**src/rtl/nearest_partner_match_table_assert.svh**
```systemverilog
// assertion macros
`ifndef NEAREST_PARTNER_MATCH_TABLE_ASSERT_SVH
`define NEAREST_PARTNER_MATCH_TABLE_ASSERT_SVH
`define NPM_ASSERT_IMPL(label, a, c) \
    label: assert property (@(posedge clk) disable iff (!rst_n) (a) |-> (c)) \
        else $error("assertion failed");
`define NPM_ASSERT_NEXT(label, a, c) \
    label: assert property (@(posedge clk) disable iff (!rst_n) (a) |=> (c)) \
        else $error("assertion failed");
`endif

```
**src/rtl/npm_dist.sv**
```systemverilog
`default_nettype none
// registered squared distance: differences, then squares, then a combinational sum
module npm_dist
(
    input  wire logic               clk,
    input  wire logic signed [15:0] ax,
    input  wire logic signed [15:0] ay,
    input  wire logic signed [15:0] bx,
    input  wire logic signed [15:0] by,
    output logic [34:0]             dist_sq
);
    logic signed [16:0] dx_reg, dy_reg;
    logic [33:0] sx_reg, sy_reg;

    always_ff @(posedge clk)
    begin
        dx_reg <= 17'(ax) - 17'(bx);
        dy_reg <= 17'(ay) - 17'(by);
        sx_reg <= 34'(dx_reg * dx_reg);
        sy_reg <= 34'(dy_reg * dy_reg);
    end

    assign dist_sq = 35'(sx_reg) + 35'(sy_reg);
endmodule
`default_nettype wire

```
**config.mk**
```make
export PLATFORM = sky130hd
export DESIGN_NAME = npm_dist
export DESIGN_NICKNAME = d
export VERILOG_FILES = /design/src/rtl/nearest_partner_match_table_assert.svh /design/src/rtl/npm_dist.sv
export SDC_FILE = /design/constraint.sdc
export NUM_CORES = 2
export LEC_CHECK = 0
export BUFFER_PORTS_ARGS = -buffer_cell sky130_fd_sc_hd__buf_2
export CAP_MARGIN = 20
export CELL_PAD_IN_SITES_DETAIL_PLACEMENT = 1
export CELL_PAD_IN_SITES_GLOBAL_PLACEMENT = 1
export CORE_MARGIN = 3
export CORE_UTILIZATION = 45
export CTS_CLUSTER_SIZE = 30
export DETAILED_ROUTE_END_ITERATION = 12
export GPL_TIMING_DRIVEN = 1
export PLACE_DENSITY_LB_ADDON = 0.1
export SLEW_MARGIN = 15
export SYNTH_ARGS = -nofsm -noshare
export SYNTH_HDL_FRONTEND = slang
export SYNTH_SLANG_ARGS = --single-unit
```
**constraint.sdc**
```tcl
create_clock -name clk -period 12.25 [get_ports clk]
set_clock_uncertainty 0.05 [all_clocks]
set_input_delay 1.8375 -clock clk [delete_from_list [all_inputs] [get_ports clk]]
set_output_delay 1.8375 -clock clk [all_outputs]
set_load 0.005 [all_outputs]
```
== Word level (Yosys, flattened, before mapping) ==
Cells that the tools add are included.

* Add/sub/neg operators: 3
* Multiply operators: 2

{| class="wikitable"
|+ Operators by type and width
! kind !! count
|-
| $mul A17 B17 Y34 || 2
|-
| $add A34 B34 Y35 || 1
|-
| $sub A16 B16 Y17 || 2
|}

* Bits in registers: 102
* Input bits: 65
* Word-level logic and storage cells: 9
* Output and inout port bits: 35

== Depth between registers and ports, before layout ==
* Depth after elaboration: 1
* Gate-level depth with buffers: 25
* Mapped depth without buffers: 24

== Worst setup path after synthesis ==
Ideal clock, no wire load.

* Kind: flip-flop to flip-flop
* Start: register dx_reg[16]
* End: register sx_reg[33]
* Data required time: 12.128 ns
* Data arrival time: 6.237 ns
* Period minus slack after synthesis: 6.359 ns
* Cell stages (with the launch flop): 22
* Buffers on the path: 2
* Setup slack: 5.891 ns
* Library setup time: 0.072 ns
* Cell sequence: dfxtp_1 > clkbuf_1 > clkbuf_1 > and2_1 > fa_1 > fa_1 > inv_1 > fa_1 > fa_1 > fa_1 > fa_1 > inv_1 > ha_1 > and3_1 > a31oi_1 > o21ai_0 > nor2b_1 > a21oi_1 > o311ai_0 > a31o_2 > a21oi_1 > xnor2_1

* Cells in the longest elaborated chain, start to end: 1

{| class="wikitable"
|+ RTL lines
! element !! RTL line !! text
|-
| start: declaration || npm_dist.sv:12 || <nowiki>logic signed [16:0] dx_reg, dy_reg;</nowiki>
|-
| start signal: assignment || npm_dist.sv:17 || <nowiki>dx_reg <= 17'(ax) - 17'(bx);</nowiki>
|-
| $mul A17 B17 Y34 || npm_dist.sv:19 || <nowiki>sx_reg <= 34'(dx_reg * dx_reg);</nowiki>
|-
| end signal: assignment || npm_dist.sv:19 ||
|-
| end: declaration || npm_dist.sv:13 || <nowiki>logic [33:0] sx_reg, sy_reg;</nowiki>
|}

Every way passes these cells.

== Worst setup path after layout ==
* Start: register dx_reg[11]
* End: register sx_reg[33]

Same word-level chain as after synthesis.

==> summary.md <==
| Metric | Value |
|---|---|
| Post-Synthesis Cells | `around 2,600` |
| # port buffers | `a little under 100` |
| Final hold violation count | `0` |
| Main combinational cell family by area after synthesis | `adder cells` |
| Crit path kind | `flop to flop` |
| Synth Cell Area | `24,400 sq um` |
| CP Launch Type | `flop` |
| Min Hold Slack | `~0.67 ns` |
| Commonest non-fill, non-tap cell in the layout | `inv_1` |
| Setup TNS | `0 ns` |
| Initial antenna violation count | `0` |
| Drt total wl | `roughly 55,000 microns` |
| Clk sinks | `100` |
| Final Max Tran Viols | `0` |
| Crit. End Element | `flop` |
| Max clock buf depth | `2` |
| Clk root buf | `clkbuf_16` |
| Total gr overflow | `0` |
| Ys flop type | `dfxtp_1` |
| GP Congestion | `0.825` |
| Worst R2R End | `sx_reg[33]$_DFF_P_` |
| Netlist cell types | `62` |
| ANT nets after route | `0` |
| Die area | `between 50,000 and 60,000 sq um` |
| Data required, critical path | `12.46 ns` |
| 1st-iter DRT viols | `between 500 and 600` |
| Hold path start | `dy_reg[0]$_DFF_P_` |
| Status | `finished, final reports clean` |
| Multiplexer share of the synthesized area | `less than 1%` |
| DIE HEIGHT | `between 200 and 250 microns` |
| Fin crit share | `59.0%` |
| First-pass GRT wire length | `94,900 microns` |
| Flops & latches, synth | `100` |
| Share of cells above drive strength 1 | `5.73%` |
| H-Tree Depth | `3` |
| Vias in the first global route | `between 15,000 and 20,000` |
| Hold buffers post-CTS | `0` |
| Sequential share of the synthesized area | `about 8%` |
| Post-synth EDFFs | `0` |
| Die Width | `between 200 and 250 microns` |
| Vias per cell | `around 5.0` |
| Initial core utilization | `between 40% and 50%` |
| Crit Path Max Fanout | `14` |
| Drc violations | `0` |
| Post-synthesis async set-or-reset flop share | `0%` |
| Final Util | `between 40% and 50%` |
| Worst skew pair latency | `0.38 ns` |
| RSZ-0062 raised after global routing | `false` |
| Setup slack after layout | `between 5 and 6 ns` |
| Max-slew headroom | `33.8%` |
| Postcts setup bufs | `0` |
| # setup viols final | `0` |
| Inserted Clock Buffers | `9` |
| Drt pass-1 iters | `5` |
| Synth Area in Simple Gates | `10.3%` |
| WHS Endpoint | `sy_reg[0]$_DFF_P_` |
| Reg2reg start | `dx_reg[11]$_DFF_P_` |
| Worst Hold Depth | `0` |
| Fin nets | `approximately 3,500` |
| Xor/xnor share of the synthesized area | `around 5.3%` |
| Top-level I/O count | `100` |
| R2R depth | `24` |
| Compound-cell area share of the yosys netlist | `around 7.6%` |
| Rows | `84` |
| Pre-CTS WS | `just over 5 ns` |
| Yosys warns | `0` |
| CTS tree | `built` |
| Layout area overhead | `6.17%` |
| Measured slew at the worst slew-check pin | `0.991 ns` |
| GRT Overall Usage | `about a fifth` |
| Syn Nets | `between 3,000 and 4,000` |
| Post-cts sizing count | `0` |
| Period minus WS final | `around 7.2 ns` |
| Synth Area in Adders | `a little under three fifths` |
| R2R setup slack | `between 5 and 6 ns` |
| # diodes | `0` |
| Core area | `53,100 sq um` |
| Max-cap violation count | `0` |
| Post-DP HPWL | `roughly 48,000 microns` |
| Via count of the routed design | `between 15,000 and 20,000` |
| Max Fclk | `approximately 140 MHz` |
| Average size of a mapped cell | `around 9.4 sq um` |
| Hold/Removal Path Class | `flop to flop` |
| Largest net degree at the start of global routing | `34` |
| Worst EP arrival | `between 7 and 8 ns` |
| WL per Instance | `~16 microns` |
| Commonest non-fill, non-tap cells in the layout | `inv_1 (724), fa_1 (534), ha_1 (249)` |
| Worst-path clk slew | `~0.080 ns` |
## Yosys cell counts (all sizes together), types with 18 or more instances
cell type / count / share of area, %
inv: 724 / 11
fa: 534 / 44
ha: 249 / 13
nand2: 175 / 2.7
and2: 126 / 3.2
xnor2: 112 / 4.0
dfxtp: 100 / 8.2
nor2: 82 / 1.3
a21oi: 72 / 1.5
clkbuf: 47 / 0.72
o21ai: 47 / 0.98
a21o: 41 / 1.3
nor2b: 37 / 0.95
xor2: 36 / 1.3
o21a: 20 / 0.62
nand3: 18 / 0.37
nor3: 18 / 0.37
## worst max-delay path, stage by stage (launching register included)
cell and delay, ns:
dfxtp_1 0.76, inv_1 0.32, nor2_1 0.31, inv_1 0.11, fa_1 0.42, inv_1 0.08
fa_1 0.40, inv_1 0.10, fa_1 0.39, inv_1 0.08, fa_1 0.42, fa_1 0.49
inv_1 0.05, fa_1 0.47, inv_1 0.04, ha_1 0.39, inv_1 0.08, o21ai_0 0.22
o21ai_0 0.17, o21ai_0 0.48, nand2_1 0.29, o311ai_0 0.57, a31o_2 0.24, a21oi_1 0.07
xnor2_1 0.13
## cells by family after synthesis
group,count (synthesis)
muxes,2
xor gates and xnor gates,148
buffers and inverters,772
AOI/OAI and AO/OA,270
DFF,100
adders and majority gates,783
and+or+nand+nor,511
## final cells by class
type                    count  area, sq um
well taps                 688          861
fillers                  6141        27200
flip-flops and latches    100         2000
clock inverters             5         66.3
clock buffers              10          239
inverters                 724         2720
repair buffers            102          518
multi-input cells        1714        19500
## per-layer routing
metal / up-vias / GRT usage (%) / wire (microns) / part of all wire [%]
li1: 7861 / - / - / -
met1: 8748 / 26.1 / 23600 / 43
met2: 130 / 38.5 / 29200 / 53
met3: 46 / 2.00 / 1040 / 1.9
met4: 0 / 4.31 / 823 / 1.5
met5: - / 0 / 0 / 0
## worst max-delay path by stage
stage / startpoint / endpoint / depth (start not counted)
6_report: dx_reg[11]$_DFF_P_ / sx_reg[33]$_DFF_P_ / 24
5_1_grt: dx_reg[3]$_DFF_P_ / sx_reg[32]$_DFF_P_ / 24
4_1_cts: dx_reg[7]$_DFF_P_ / sx_reg[32]$_DFF_P_ / 22
3_5_place_dp: dx_reg[7]$_DFF_P_ / sx_reg[32]$_DFF_P_ / 22
3_3_place_gp: dx_reg[7]$_DFF_P_ / sx_reg[33]$_DFF_P_ / 22
2_1_floorplan: dx_reg[16]$_DFF_P_ / sx_reg[33]$_DFF_P_ / 21
## stage by stage
| step | std cells | instance area [sq um] |
|---|---|---|
| 3_3_place_gp | 3328 | 25600 |
| 3_5_place_dp | 3328 | 25600 |
| 2_1_floorplan | 2586 | 24400 |
| 5_1_grt | 3343 | 25900 |
| 6_report | 3343 | 25900 |
| 4_1_cts | 3343 | 25900 |
Power is left out: the tool's default activity adds up to more than one toggle a clock period on the data nets, which glitch-free logic cannot reach.
